$ cat config.mk
export PLATFORM = sky130hd
export DESIGN_NAME = lru_free_block_cache
export DESIGN_NICKNAME = d
export VERILOG_FILES = /design/src/lfbc_pkg.sv /design/src/lfbc_check.sv /design/src/lfbc_rsp_buf.sv /design/src/lfbc_engine.sv /design/src/lru_free_block_cache.sv
export SDC_FILE = /design/constraint.sdc
export NUM_CORES = 2
export LEC_CHECK = 0
export ABC_AREA = 1
export ABC_CLOCK_PERIOD_IN_PS = 15600
export BUFFER_PORTS_ARGS = -buffer_cell sky130_fd_sc_hd__buf_2
export CORE_UTILIZATION = 55
export DETAILED_ROUTE_END_ITERATION = 10
export PLACE_DENSITY = 0.74
export RECOVER_POWER = 50
export SLEW_MARGIN = 30
export SYNTH_ARGS = -nofsm -noshare
export SYNTH_HDL_FRONTEND = slang
export SYNTH_SLANG_ARGS = --single-unit
$ cat constraint.sdc
create_clock -name clock -period 15.6 [get_ports clock]
set_input_delay 2.34 -clock clock [delete_from_list [all_inputs] [get_ports clock]]
set_output_delay 2.34 -clock clock [all_outputs]
set_load 0.005 [all_outputs]
$ cat src/lfbc_pkg.sv
// Package for the free block cache: shared codes, reset values and types.
// No dependencies; used by every module of the block.
`default_nettype none

package lfbc_pkg;

   // Default sizing
   localparam int DEF_CACHE_DEPTH = 16;
   localparam int DEF_ADDR_BITS   = 48;
   localparam int DEF_SIZE_BITS   = 40;

   // Configuration registers
   localparam int CSR_INDEX_BITS = 4;
   localparam int CSR_DATA_BITS  = 5;
   localparam logic [CSR_INDEX_BITS-1:0] CSR_MAX_CACHED = 4'd0;
   localparam logic [CSR_INDEX_BITS-1:0] CSR_PAGE_SHIFT = 4'd1;
   localparam logic [CSR_DATA_BITS-1:0]  MAX_CACHED_RST = 5'd3;
   localparam logic [CSR_DATA_BITS-1:0]  PAGE_SHIFT_RST = 5'd12;
   localparam logic [CSR_DATA_BITS-1:0]  PAGE_SHIFT_MIN = 5'd12;
   localparam logic [CSR_DATA_BITS-1:0]  PAGE_SHIFT_MAX = 5'd16;

   // Request opcodes
   localparam logic [1:0] OP_ALLOC = 2'd0;
   localparam logic [1:0] OP_FREE  = 2'd1;
   localparam logic [1:0] OP_CLEAR = 2'd2;
   localparam logic [1:0] OP_TRIM  = 2'd3;

   // Result kinds
   localparam logic [2:0] KIND_HIT     = 3'd0;
   localparam logic [2:0] KIND_MISS    = 3'd1;
   localparam logic [2:0] KIND_CACHED  = 3'd2;
   localparam logic [2:0] KIND_RELEASE = 3'd3;
   localparam logic [2:0] KIND_INVALID = 3'd4;
   localparam logic [2:0] KIND_DONE    = 3'd5;

   // Request checks, from the checker to the sequencer
   typedef struct packed {
      logic alloc_ok;
      logic free_ok;
   } chk_type;

   // Result control, from the sequencer to the output stage
   typedef struct packed {
      logic [2:0] kind;
      logic       last;
   } rsp_ctl_type;

endpackage

`default_nettype wire

$ cat src/lfbc_check.sv
// Request checker: page rounding, overflow and alignment tests, limit clamp.
// Depends on lfbc_pkg.
`default_nettype none

module lfbc_check #(
   parameter int CACHE_DEPTH = 16,
   parameter int ADDR_BITS   = 48,
   parameter int SIZE_BITS   = 40,
   localparam int CW = $clog2(CACHE_DEPTH + 1)
) (
   input  wire logic [4:0]           max_cached,
   input  wire logic [4:0]           page_shift,
   input  wire logic [ADDR_BITS-1:0] block_address,
   input  wire logic [SIZE_BITS-1:0] body_size,
   input  wire logic [SIZE_BITS-1:0] guard_bytes,
   output logic [SIZE_BITS-1:0]      round_size,
   output logic [SIZE_BITS-1:0]      round_guard,
   output logic [CW-1:0]             eff_max,
   output lfbc_pkg::chk_type         chk
);
   import lfbc_pkg::*;

   logic [4:0]           eff_shift;
   logic [SIZE_BITS-1:0] pm_size;
   logic [ADDR_BITS-1:0] pm_addr;
   logic [SIZE_BITS:0]   sum_size;
   logic [SIZE_BITS:0]   sum_guard;

   // Clamp the page shift and build the page masks
   always_comb begin
      if (page_shift < PAGE_SHIFT_MIN) begin
         eff_shift = PAGE_SHIFT_MIN;
      end else if (page_shift > PAGE_SHIFT_MAX) begin
         eff_shift = PAGE_SHIFT_MAX;
      end else begin
         eff_shift = page_shift;
      end
   end

   assign pm_size = ~({SIZE_BITS{1'b1}} << eff_shift);
   assign pm_addr = ~({ADDR_BITS{1'b1}} << eff_shift);

   // Round up; a carry out means the rounded size does not fit
   assign sum_size    = {1'b0, body_size} + {1'b0, pm_size};
   assign sum_guard   = {1'b0, guard_bytes} + {1'b0, pm_size};
   assign round_size  = sum_size[SIZE_BITS-1:0] & ~pm_size;
   assign round_guard = sum_guard[SIZE_BITS-1:0] & ~pm_size;

   always_comb begin
      chk.alloc_ok = !sum_size[SIZE_BITS] && !sum_guard[SIZE_BITS] && (round_size != '0);
      chk.free_ok  = (body_size != '0) && ((body_size & pm_size) == '0)
                     && ((guard_bytes & pm_size) == '0) && ((block_address & pm_addr) == '0);
   end

   // Limit saturates to the cache depth
   always_comb begin
      if (int'(max_cached) > CACHE_DEPTH) begin
         eff_max = CW'(CACHE_DEPTH);
      end else begin
         eff_max = CW'(max_cached);
      end
   end

endmodule

`default_nettype wire

$ cat src/lfbc_rsp_buf.sv
// Result output register: holds one result until the transfer completes.
// Depends on lfbc_pkg.
`default_nettype none

module lfbc_rsp_buf #(
   parameter int ADDR_BITS = 48,
   parameter int SIZE_BITS = 40
) (
   input  wire logic                 clock,
   input  wire logic                 reset,
   input  wire logic                 load,
   input  wire lfbc_pkg::rsp_ctl_type ctl,
   input  wire logic [ADDR_BITS-1:0] load_address,
   input  wire logic [SIZE_BITS-1:0] load_size,
   input  wire logic [SIZE_BITS-1:0] load_guard,
   output logic                      free,
   output logic                      rsp_valid,
   input  wire logic                 rsp_ready,
   output logic [2:0]                rsp_kind,
   output logic [ADDR_BITS-1:0]      rsp_out_address,
   output logic [SIZE_BITS-1:0]      rsp_out_size,
   output logic [SIZE_BITS-1:0]      rsp_out_guard,
   output logic                      rsp_last
);
   import lfbc_pkg::*;

   logic                 valid_ff;
   logic                 valid_in;
   rsp_ctl_type          ctl_ff;
   logic [ADDR_BITS-1:0] address_ff;
   logic [SIZE_BITS-1:0] size_ff;
   logic [SIZE_BITS-1:0] guard_ff;

   // Slot is free when empty or draining this cycle
   assign free = !valid_ff || rsp_ready;

   always_comb begin
      valid_in = valid_ff;
      if (free) begin
         valid_in = load;
      end
   end

   always_ff @(posedge clock) begin
      if (reset) begin
         valid_ff <= 1'b0;
      end else begin
         valid_ff <= valid_in;
      end
   end

   always_ff @(posedge clock) begin
      if (free && load) begin
         ctl_ff     <= ctl;
         address_ff <= load_address;
         size_ff    <= load_size;
         guard_ff   <= load_guard;
      end
   end

   assign rsp_valid       = valid_ff;
   assign rsp_kind        = ctl_ff.kind;
   assign rsp_last        = ctl_ff.last;
   assign rsp_out_address = address_ff;
   assign rsp_out_size    = size_ff;
   assign rsp_out_guard   = guard_ff;

endmodule

`default_nettype wire

$ cat src/lfbc_engine.sv
// Sequencer and entry memory: search, evict, shift and insert over the MRU list.
// Depends on lfbc_pkg; fed by lfbc_check, drives lfbc_rsp_buf.
`default_nettype none

module lfbc_engine #(
   parameter int CACHE_DEPTH = 16,
   parameter int ADDR_BITS   = 48,
   parameter int SIZE_BITS   = 40,
   localparam int CW = $clog2(CACHE_DEPTH + 1)
) (
   input  wire logic                 clock,
   input  wire logic                 reset,
   input  wire logic                 req_valid,
   output logic                      req_ready,
   input  wire logic [1:0]           req_op,
   input  wire logic [ADDR_BITS-1:0] req_block_address,
   input  wire logic [SIZE_BITS-1:0] req_body_size,
   input  wire logic [SIZE_BITS-1:0] req_guard_bytes,
   output logic [ADDR_BITS-1:0]      cur_address,
   output logic [SIZE_BITS-1:0]      cur_size,
   output logic [SIZE_BITS-1:0]      cur_guard,
   input  wire logic [SIZE_BITS-1:0] round_size,
   input  wire logic [SIZE_BITS-1:0] round_guard,
   input  wire logic [CW-1:0]        eff_max,
   input  wire lfbc_pkg::chk_type    chk,
   input  wire logic                 rsp_free,
   output logic                      emit,
   output lfbc_pkg::rsp_ctl_type     emit_ctl,
   output logic [ADDR_BITS-1:0]      emit_address,
   output logic [SIZE_BITS-1:0]      emit_size,
   output logic [SIZE_BITS-1:0]      emit_guard
);
   import lfbc_pkg::*;

   localparam int AW = (CACHE_DEPTH > 1) ? $clog2(CACHE_DEPTH) : 1;
   localparam int EW = ADDR_BITS + 2 * SIZE_BITS;

   localparam logic [3:0] ST_IDLE     = 4'd0;
   localparam logic [3:0] ST_DECIDE   = 4'd1;
   localparam logic [3:0] ST_SRCH_RD  = 4'd2;
   localparam logic [3:0] ST_SRCH_CMP = 4'd3;
   localparam logic [3:0] ST_MISS     = 4'd4;
   localparam logic [3:0] ST_EV_RD    = 4'd5;
   localparam logic [3:0] ST_EV_EMIT  = 4'd6;
   localparam logic [3:0] ST_SHIFT    = 4'd7;
   localparam logic [3:0] ST_MV_RD    = 4'd8;
   localparam logic [3:0] ST_MV_WR    = 4'd9;
   localparam logic [3:0] ST_PUT      = 4'd10;
   localparam logic [3:0] ST_DONE     = 4'd11;

   logic [3:0]           state_ff, state_in;
   logic [CW-1:0]        idx_ff, idx_in;
   logic [CW-1:0]        count_ff, count_in;
   logic [CW-1:0]        keep_ff, keep_in;
   logic                 up_ff, up_in;
   logic [1:0]           op_ff;
   logic [ADDR_BITS-1:0] addr_ff;
   logic [SIZE_BITS-1:0] size_ff;
   logic [SIZE_BITS-1:0] guard_ff;

   logic [EW-1:0]        entry_mem [CACHE_DEPTH];
   logic [EW-1:0]        rd_data_ff;
   logic                 rd_en;
   logic [AW-1:0]        rd_addr;
   logic                 wr_en;
   logic [AW-1:0]        wr_addr;
   logic [EW-1:0]        wr_data;

   logic [CW-1:0]        idx_inc;
   logic [CW-1:0]        idx_dec;
   logic [CW-1:0]        clr_keep;
   logic [ADDR_BITS-1:0] rd_address;
   logic [SIZE_BITS-1:0] rd_size;
   logic [SIZE_BITS-1:0] rd_guard;
   logic                 match;
   logic                 accept;

   assign req_ready   = (state_ff == ST_IDLE);
   assign accept      = req_valid && req_ready;
   assign cur_address = addr_ff;
   assign cur_size    = size_ff;
   assign cur_guard   = guard_ff;

   assign idx_inc    = idx_ff + CW'(1);
   assign idx_dec    = idx_ff - CW'(1);
   assign clr_keep   = (op_ff == OP_CLEAR) ? '0 : eff_max;
   assign rd_guard   = rd_data_ff[SIZE_BITS-1:0];
   assign rd_size    = rd_data_ff[2*SIZE_BITS-1:SIZE_BITS];
   assign rd_address = rd_data_ff[EW-1:2*SIZE_BITS];
   assign match      = (rd_size == round_size) && (rd_guard == round_guard);

   // Entry memory with a registered read; the sequencer never reads and
   // writes in the same cycle, so no forwarding is needed
   always_ff @(posedge clock) begin
      if (wr_en) begin
         entry_mem[wr_addr] <= wr_data;
      end
      if (rd_en) begin
         rd_data_ff <= entry_mem[rd_addr];
      end
   end

   // Sequencer
   always_comb begin
      state_in     = state_ff;
      idx_in       = idx_ff;
      count_in     = count_ff;
      keep_in      = keep_ff;
      up_in        = up_ff;
      rd_en        = 1'b0;
      rd_addr      = idx_ff[AW-1:0];
      wr_en        = 1'b0;
      wr_addr      = idx_ff[AW-1:0];
      wr_data      = rd_data_ff;
      emit         = 1'b0;
      emit_ctl     = '{kind: KIND_DONE, last: 1'b1};
      emit_address = '0;
      emit_size    = '0;
      emit_guard   = '0;
      case (state_ff)
         ST_IDLE: begin
            if (accept) begin
               state_in = ST_DECIDE;
            end
         end
         ST_DECIDE: begin
            case (op_ff)
               OP_ALLOC: begin
                  if (!chk.alloc_ok) begin
                     if (rsp_free) begin
                        emit     = 1'b1;
                        emit_ctl = '{kind: KIND_INVALID, last: 1'b1};
                        state_in = ST_IDLE;
                     end
                  end else if (count_ff == '0) begin
                     state_in = ST_MISS;
                  end else begin
                     idx_in   = '0;
                     state_in = ST_SRCH_RD;
                  end
               end
               OP_FREE: begin
                  if (!chk.free_ok) begin
                     if (rsp_free) begin
                        emit     = 1'b1;
                        emit_ctl = '{kind: KIND_INVALID, last: 1'b1};
                        state_in = ST_IDLE;
                     end
                  end else if (eff_max == '0) begin
                     // nothing may be kept: hand the block straight back
                     if (rsp_free) begin
                        emit         = 1'b1;
                        emit_ctl     = '{kind: KIND_RELEASE, last: 1'b1};
                        emit_address = addr_ff;
                        emit_size    = size_ff;
                        emit_guard   = guard_ff;
                        state_in     = ST_IDLE;
                     end
                  end else begin
                     keep_in = eff_max - CW'(1);
                     if (count_ff > eff_max - CW'(1)) begin
                        idx_in   = eff_max - CW'(1);
                        state_in = ST_EV_RD;
                     end else begin
                        state_in = ST_SHIFT;
                     end
                  end
               end
               default: begin
                  keep_in = clr_keep;
                  if (count_ff > clr_keep) begin
                     idx_in   = clr_keep;
                     state_in = ST_EV_RD;
                  end else begin
                     state_in = ST_DONE;
                  end
               end
            endcase
         end
         ST_SRCH_RD: begin
            rd_en    = 1'b1;
            state_in = ST_SRCH_CMP;
         end
         ST_SRCH_CMP: begin
            if (match) begin
               // hit: report, then close the gap from above
               if (rsp_free) begin
                  emit         = 1'b1;
                  emit_ctl     = '{kind: KIND_HIT, last: 1'b1};
                  emit_address = rd_address;
                  emit_size    = round_size;
                  emit_guard   = round_guard;
                  idx_in       = idx_inc;
                  up_in        = 1'b0;
                  state_in     = ST_MV_RD;
               end
            end else if (idx_inc == count_ff) begin
               state_in = ST_MISS;
            end else begin
               idx_in   = idx_inc;
               state_in = ST_SRCH_RD;
            end
         end
         ST_MISS: begin
            if (rsp_free) begin
               emit       = 1'b1;
               emit_ctl   = '{kind: KIND_MISS, last: 1'b1};
               emit_size  = round_size;
               emit_guard = round_guard;
               state_in   = ST_IDLE;
            end
         end
         ST_EV_RD: begin
            rd_en    = 1'b1;
            state_in = ST_EV_EMIT;
         end
         ST_EV_EMIT: begin
            if (rsp_free) begin
               emit         = 1'b1;
               emit_ctl     = '{kind: KIND_RELEASE, last: 1'b0};
               emit_address = rd_address;
               emit_size    = rd_size;
               emit_guard   = rd_guard;
               if (idx_inc == count_ff) begin
                  count_in = keep_ff;
                  state_in = (op_ff == OP_FREE) ? ST_SHIFT : ST_DONE;
               end else begin
                  idx_in   = idx_inc;
                  state_in = ST_EV_RD;
               end
            end
         end
         ST_SHIFT: begin
            // make room at the most recent end, oldest entry first
            if (count_ff == '0) begin
               state_in = ST_PUT;
            end else begin
               idx_in   = count_ff - CW'(1);
               up_in    = 1'b1;
               state_in = ST_MV_RD;
            end
         end
         ST_MV_RD: begin
            if (!up_ff && (idx_ff >= count_ff)) begin
               count_in = count_ff - CW'(1);
               state_in = ST_IDLE;
            end else begin
               rd_en    = 1'b1;
               state_in = ST_MV_WR;
            end
         end
         ST_MV_WR: begin
            wr_en = 1'b1;
            if (up_ff) begin
               wr_addr = idx_inc[AW-1:0];
               if (idx_ff == '0) begin
                  state_in = ST_PUT;
               end else begin
                  idx_in   = idx_dec;
                  state_in = ST_MV_RD;
               end
            end else begin
               wr_addr  = idx_dec[AW-1:0];
               idx_in   = idx_inc;
               state_in = ST_MV_RD;
            end
         end
         ST_PUT: begin
            if (rsp_free) begin
               wr_en        = 1'b1;
               wr_addr      = '0;
               wr_data      = {addr_ff, size_ff, guard_ff};
               count_in     = count_ff + CW'(1);
               emit         = 1'b1;
               emit_ctl     = '{kind: KIND_CACHED, last: 1'b1};
               emit_address = addr_ff;
               emit_size    = size_ff;
               emit_guard   = guard_ff;
               state_in     = ST_IDLE;
            end
         end
         ST_DONE: begin
            if (rsp_free) begin
               emit     = 1'b1;
               emit_ctl = '{kind: KIND_DONE, last: 1'b1};
               state_in = ST_IDLE;
            end
         end
         default: begin
            state_in = ST_IDLE;
         end
      endcase
   end

   always_ff @(posedge clock) begin
      if (reset) begin
         state_ff <= ST_IDLE;
         idx_ff   <= '0;
         count_ff <= '0;
         keep_ff  <= '0;
         up_ff    <= 1'b0;
      end else begin
         state_ff <= state_in;
         idx_ff   <= idx_in;
         count_ff <= count_in;
         keep_ff  <= keep_in;
         up_ff    <= up_in;
      end
   end

   // Request capture
   always_ff @(posedge clock) begin
      if (accept) begin
         op_ff    <= req_op;
         addr_ff  <= req_block_address;
         size_ff  <= req_body_size;
         guard_ff <= req_guard_bytes;
      end
   end

   // Checks
   a_emit_slot: assert property (@(posedge clock) disable iff (reset)
      emit |-> rsp_free)
      else $error("result issued while output register busy");

   a_port_excl: assert property (@(posedge clock) disable iff (reset)
      !(rd_en && wr_en))
      else $error("entry memory read and written in one cycle");

   a_accept_decide: assert property (@(posedge clock) disable iff (reset)
      accept |=> (state_ff == ST_DECIDE))
      else $error("accepted request not decoded");

   a_last_ends: assert property (@(posedge clock) disable iff (reset)
      (emit && emit_ctl.last) |=> (state_ff == ST_IDLE || state_ff == ST_MV_RD))
      else $error("work continues past final result");

   a_count_cap: assert property (@(posedge clock) disable iff (reset)
      int'(count_ff) <= CACHE_DEPTH)
      else $error("entry count exceeds depth");

endmodule

`default_nettype wire

$ cat src/lru_free_block_cache.sv
// Free block cache top: one request in flight; the entry memory takes one access at a time.
// An invalid request or direct release gives one result. Alloc searches from the newest
// entry; a hit then moves older entries to close the gap. Free releases entries over the
// limit, shifts, inserts; clear releases all, trim those over the limit. Synchronous reset
// clears control, count and the configuration registers; no memory sweep.
// Depends on lfbc_pkg, lfbc_check, lfbc_engine, lfbc_rsp_buf.
`default_nettype none

module lru_free_block_cache #(
   parameter int CACHE_DEPTH = lfbc_pkg::DEF_CACHE_DEPTH,
   parameter int ADDR_BITS   = lfbc_pkg::DEF_ADDR_BITS,
   parameter int SIZE_BITS   = lfbc_pkg::DEF_SIZE_BITS
) (
   input  wire logic                                clock,
   input  wire logic                                reset,
   input  wire logic                                req_valid,
   output logic                                     req_ready,
   input  wire logic [1:0]                          req_op,
   input  wire logic [ADDR_BITS-1:0]                req_block_address,
   input  wire logic [SIZE_BITS-1:0]                req_body_size,
   input  wire logic [SIZE_BITS-1:0]                req_guard_bytes,
   output logic                                     rsp_valid,
   input  wire logic                                rsp_ready,
   output logic [2:0]                               rsp_kind,
   output logic [ADDR_BITS-1:0]                     rsp_out_address,
   output logic [SIZE_BITS-1:0]                     rsp_out_size,
   output logic [SIZE_BITS-1:0]                     rsp_out_guard,
   output logic                                     rsp_last,
   input  wire logic                                csr_valid,
   output logic                                     csr_ready,
   input  wire logic [lfbc_pkg::CSR_INDEX_BITS-1:0] csr_index,
   input  wire logic [lfbc_pkg::CSR_DATA_BITS-1:0]  csr_data
);
   import lfbc_pkg::*;

   localparam int CW = $clog2(CACHE_DEPTH + 1);

   logic [CSR_DATA_BITS-1:0] max_cached_ff;
   logic [CSR_DATA_BITS-1:0] page_shift_ff;

   logic [ADDR_BITS-1:0] cur_address;
   logic [SIZE_BITS-1:0] cur_size;
   logic [SIZE_BITS-1:0] cur_guard;
   logic [SIZE_BITS-1:0] round_size;
   logic [SIZE_BITS-1:0] round_guard;
   logic [CW-1:0]        eff_max;
   chk_type              chk;
   logic                 rsp_free;
   logic                 emit;
   rsp_ctl_type          emit_ctl;
   logic [ADDR_BITS-1:0] emit_address;
   logic [SIZE_BITS-1:0] emit_size;
   logic [SIZE_BITS-1:0] emit_guard;

   // Configuration registers; unknown indexes are dropped
   assign csr_ready = 1'b1;

   always_ff @(posedge clock) begin
      if (reset) begin
         max_cached_ff <= MAX_CACHED_RST;
         page_shift_ff <= PAGE_SHIFT_RST;
      end else if (csr_valid && csr_ready) begin
         case (csr_index)
            CSR_MAX_CACHED: max_cached_ff <= csr_data;
            CSR_PAGE_SHIFT: page_shift_ff <= csr_data;
            default: begin
            end
         endcase
      end
   end

   lfbc_check #(
      .CACHE_DEPTH (CACHE_DEPTH),
      .ADDR_BITS   (ADDR_BITS),
      .SIZE_BITS   (SIZE_BITS)
   ) u_check (
      .max_cached    (max_cached_ff),
      .page_shift    (page_shift_ff),
      .block_address (cur_address),
      .body_size     (cur_size),
      .guard_bytes   (cur_guard),
      .round_size    (round_size),
      .round_guard   (round_guard),
      .eff_max       (eff_max),
      .chk           (chk)
   );

   lfbc_engine #(
      .CACHE_DEPTH (CACHE_DEPTH),
      .ADDR_BITS   (ADDR_BITS),
      .SIZE_BITS   (SIZE_BITS)
   ) u_engine (
      .clock             (clock),
      .reset             (reset),
      .req_valid         (req_valid),
      .req_ready         (req_ready),
      .req_op            (req_op),
      .req_block_address (req_block_address),
      .req_body_size     (req_body_size),
      .req_guard_bytes   (req_guard_bytes),
      .cur_address       (cur_address),
      .cur_size          (cur_size),
      .cur_guard         (cur_guard),
      .round_size        (round_size),
      .round_guard       (round_guard),
      .eff_max           (eff_max),
      .chk               (chk),
      .rsp_free          (rsp_free),
      .emit              (emit),
      .emit_ctl          (emit_ctl),
      .emit_address      (emit_address),
      .emit_size         (emit_size),
      .emit_guard        (emit_guard)
   );

   lfbc_rsp_buf #(
      .ADDR_BITS (ADDR_BITS),
      .SIZE_BITS (SIZE_BITS)
   ) u_rsp_buf (
      .clock           (clock),
      .reset           (reset),
      .load            (emit),
      .ctl             (emit_ctl),
      .load_address    (emit_address),
      .load_size       (emit_size),
      .load_guard      (emit_guard),
      .free            (rsp_free),
      .rsp_valid       (rsp_valid),
      .rsp_ready       (rsp_ready),
      .rsp_kind        (rsp_kind),
      .rsp_out_address (rsp_out_address),
      .rsp_out_size    (rsp_out_size),
      .rsp_out_guard   (rsp_out_guard),
      .rsp_last        (rsp_last)
   );

endmodule

`default_nettype wire

==> metrics.txt <==
required time of the critical path 16.06 ns; outcome complete, but fails checks; leakage power 40.28 nW; startpoint class of the critical path register; Final Hold Vio Count 0; global routing met3 resource utilization 5.788%; register area share after synthesis 71.14%; CP endpoint kind register; PwrDens 154.3 nW/µm²; Mapped Cells 8767; die area 190400 µm²; Post-CTS Setup Bufs 0; ys async rst share 0%; CTS H-tree depth 4; Final Util 61.67%; dpl hpwl 179.9 mm; DRC violation total after the first TritonRoute iteration 10040; Post-Syn Area 103800 µm²; final setup fails 0; Num CTS Buffers 231; failing checks capacitance limit, slew limit; final worst path period share 68.47%; part of the power in the clock network 31.5%; Global Route Usage Sum 31.03%; Post-synth EDFFs 2438; Pint 12.14 mW; type of the tightest min-delay check register to register; FF+latch count, synth 2469; Clock Path Buffers 3; GR Util met2 48.30%; Routed Antenna Nets 0; net switching fraction of the power 32.03%; Core Area 187600 µm²; CTS clk-pin slew, worst paths 0.07 ns; initial antenna violation count 6; GRT busiest layer met2; Max Fclk 93.62 MHz; Yosys warnings 0; Post-Route Setup TNS 0 ns; port bufs 277; Period minus WS final 10.68 ns; num rows 159; total number of vias 73090; CTS tree yes; total power 17.85 mW; Final #Nets 9263; final WL 302.0 mm; Hold-fix buffers, CTS 0; Boundary Pins 279; top_reg_cell synth edfxtp_1; post-synth cell types 56; vias in the first global route 69220; register share of total power 45.8%; CTS Sinks 2469; Slew Viols, Final 1517; worst-path maximum fanout 86; global-route wire length before repair 440.7 mm; layout cells sized above 1 7.998%; max-capacitance violation count 38; drt wl/cell 25.73 µm; worst skew pair latency 0.88 ns; DIE HEIGHT 436.4 µm; routed vias/inst 6.227; Area growth, synth to finish 11.48%; Gate power share 22.7%; GRT Residual Overflow 0; Peak VDD IR 168.1 µV; Syn Area/Cell 11.84 µm²; largest net degree at the start of global routing 224; switching power 5.719 mW; Initial Util 55.32%; Residual DRC 0; First-pass DRT Iterations 7; unrepaired setup endpoints after global routing no; CP Class register to register; GPL Wtd Cong 0.9834; GR Layer Usage met1 43.47%; PostCTS Resize Cnt 0; Worst Path Arrival 11.14 ns; worst slew pin tran 4.756 ns; root buf cell clkbuf_16; Slew HR -217.1%; Final Skew 0.07226 ns; die width 436.4 µm
synthesized netlist by cell type (7+ instances only):
cell type | n | area, µm²
o21ai_0 | 1236 | 6186
nor2_1 | 1279 | 4801
buf_1 | 28 | 105.1
nor3_1 | 16 | 80.08
nand4_1 | 61 | 381.6
o31ai_1 | 41 | 307.8
nor2_2 | 9 | 56.30
o21ai_2 | 16 | 140.1
buf_2 | 8 | 40.04
o22ai_1 | 325 | 2033
nand3b_1 | 10 | 75.07
o211ai_1 | 66 | 495.5
nand3_1 | 436 | 2182
o221ai_1 | 211 | 1848
edfxtp_1 | 2438 | 73210
dfxtp_1 | 31 | 620.6
clkbuf_1 | 446 | 1674
ha_1 | 74 | 925.9
a22oi_1 | 34 | 255.2
buf_6 | 8 | 90.09
a21oi_1 | 83 | 415.4
o31ai_2 | 7 | 87.58
o211ai_2 | 16 | 200.2
inv_1 | 497 | 1866
nand2_1 | 1273 | 4778
nor4_1 | 34 | 212.7
xor2_1 | 11 | 96.34
nand2_2 | 9 | 56.30
layer usage:
layer  vias up  part of all wire (%)  routed length [µm]
li1      32370                     -                   -
met3       604                    11               32260
met1     35780                    39              118900
met5         -                0.0089                  27
met4         4                   3.7               11210
met2      4340                    46              139600
critical path, stage by stage (launching register included):
cell,delay (ns)
dfxtp_1,1.33
clkinvlp_2,3.13
ha_1,1.47
xor2_1,0.44
nor2_1,0.16
a21oi_1,0.19
nand3_1,0.24
nor2_1,2.17
buf_4,1.07
kinds of logic (layout without fill, tap and decap cells):
kind of cell | after synthesis | after routing | synth area share (%)
AO/OA/AOI/OAI | 2063 | 2063 | 11.74
XOR/XNOR | 17 | 17 | 0.1700
adder cells (fa/ha/maj) | 76 | 76 | 0.9307
buffers and inverters | 996 | 1424 | 3.695
flip-flops | 2469 | 2469 | 71.14
other | 2 | 50 | 0.007236
AND/OR/NAND/NOR | 3144 | 3144 | 12.32
flip-flops by register name, indices dropped and copies added (netlist names):
signal / cells
u_engine.rd_data_ff: 128
u_rsp_buf.rsp_out_address: 48
u_engine.count_ff: 5
u_rsp_buf.rsp_out_size: 40
u_engine.idx_ff: 5
u_rsp_buf.rsp_kind: 3
max_cached_ff: 5
u_engine.cur_address: 48
u_engine.op_ff: 2
u_rsp_buf.rsp_valid: 1
u_engine.entry_mem: 2048
u_engine.up_ff: 1
u_engine.keep_ff: 5
u_rsp_buf.rsp_out_guard: 40
u_engine.state_ff: 4
u_rsp_buf.rsp_last: 1
u_engine.cur_size: 40
page_shift_ff: 5
u_engine.cur_guard: 40
final cells by class:
| type | instances | area (µm²) |
|---|---|---|
| clock buffers | 268 | 5919 |
| multi-input cells | 5347 | 26430 |
| flip-flops and latches | 2469 | 73840 |
| well taps | 2495 | 3122 |
| diodes | 3 | 7.507 |
| repair buffers | 495 | 2804 |
| inverters | 499 | 1889 |
| fillers | 14170 | 71900 |
| clock inverters | 162 | 1692 |
power groups by stage:
| stage | clock network (mW) | logic, mW | registers (mW) |
|---|---|---|---|
| floorplan | 0 | 2.49 | 8.18 |
| global placement | 0 | 3.83 | 8.29 |
| detailed placement | 0 | 3.94 | 8.29 |
| CTS | 5.68 | 3.97 | 8.15 |
| global route | 5.91 | 4.38 | 8.19 |
| finish | 5.63 | 4.04 | 8.18 |
final timing paths:
check | start | end | slack (ns) | depth (start not counted)
worst min-delay path | page_shift_ff[0] | page_shift_ff[0] | 0.49 | 2
worst max-delay path | u_engine.idx_ff[0] | u_engine.entry_mem[12][116] | 4.92 | 8
worst max register to register | u_engine.idx_ff[0] | u_engine.entry_mem[12][116] | 4.92 | 8
worst min register to register | page_shift_ff[0] | page_shift_ff[0] | 0.49 | 2
cell usage in the layout (no fill, tap or decap), types with 83 or more instances in the layout:
cell type / netlist / routed
o221ai_1: 211 / 211
a21oi_1: 83 / 83
clkbuf_16: 0 / 231
o21ai_0: 1236 / 1228
nand3_1: 436 / 436
o22ai_1: 325 / 325
clkbuf_1: 446 / 229
edfxtp_1: 2438 / 2438
buf_4: 6 / 84
inv_1: 497 / 495
buf_2: 8 / 184
nor2_1: 1279 / 1271
nand2_1: 1273 / 1271
metrics by stage:
stage	area (µm²)	instances	worst slack, ns	hold slack [ns]
floorplan	104000	8812	6.345	0.4297
global placement	108400	11300	9.220	0.4766
detailed placement	108600	11300	9.213	0.4746
CTS	116200	11730	9.332	0.4832
global route	115700	11740	4.577	0.5180
finish	115700	11740	4.919	0.4873
No activity file was read; power rests on OpenSTA's default activity.
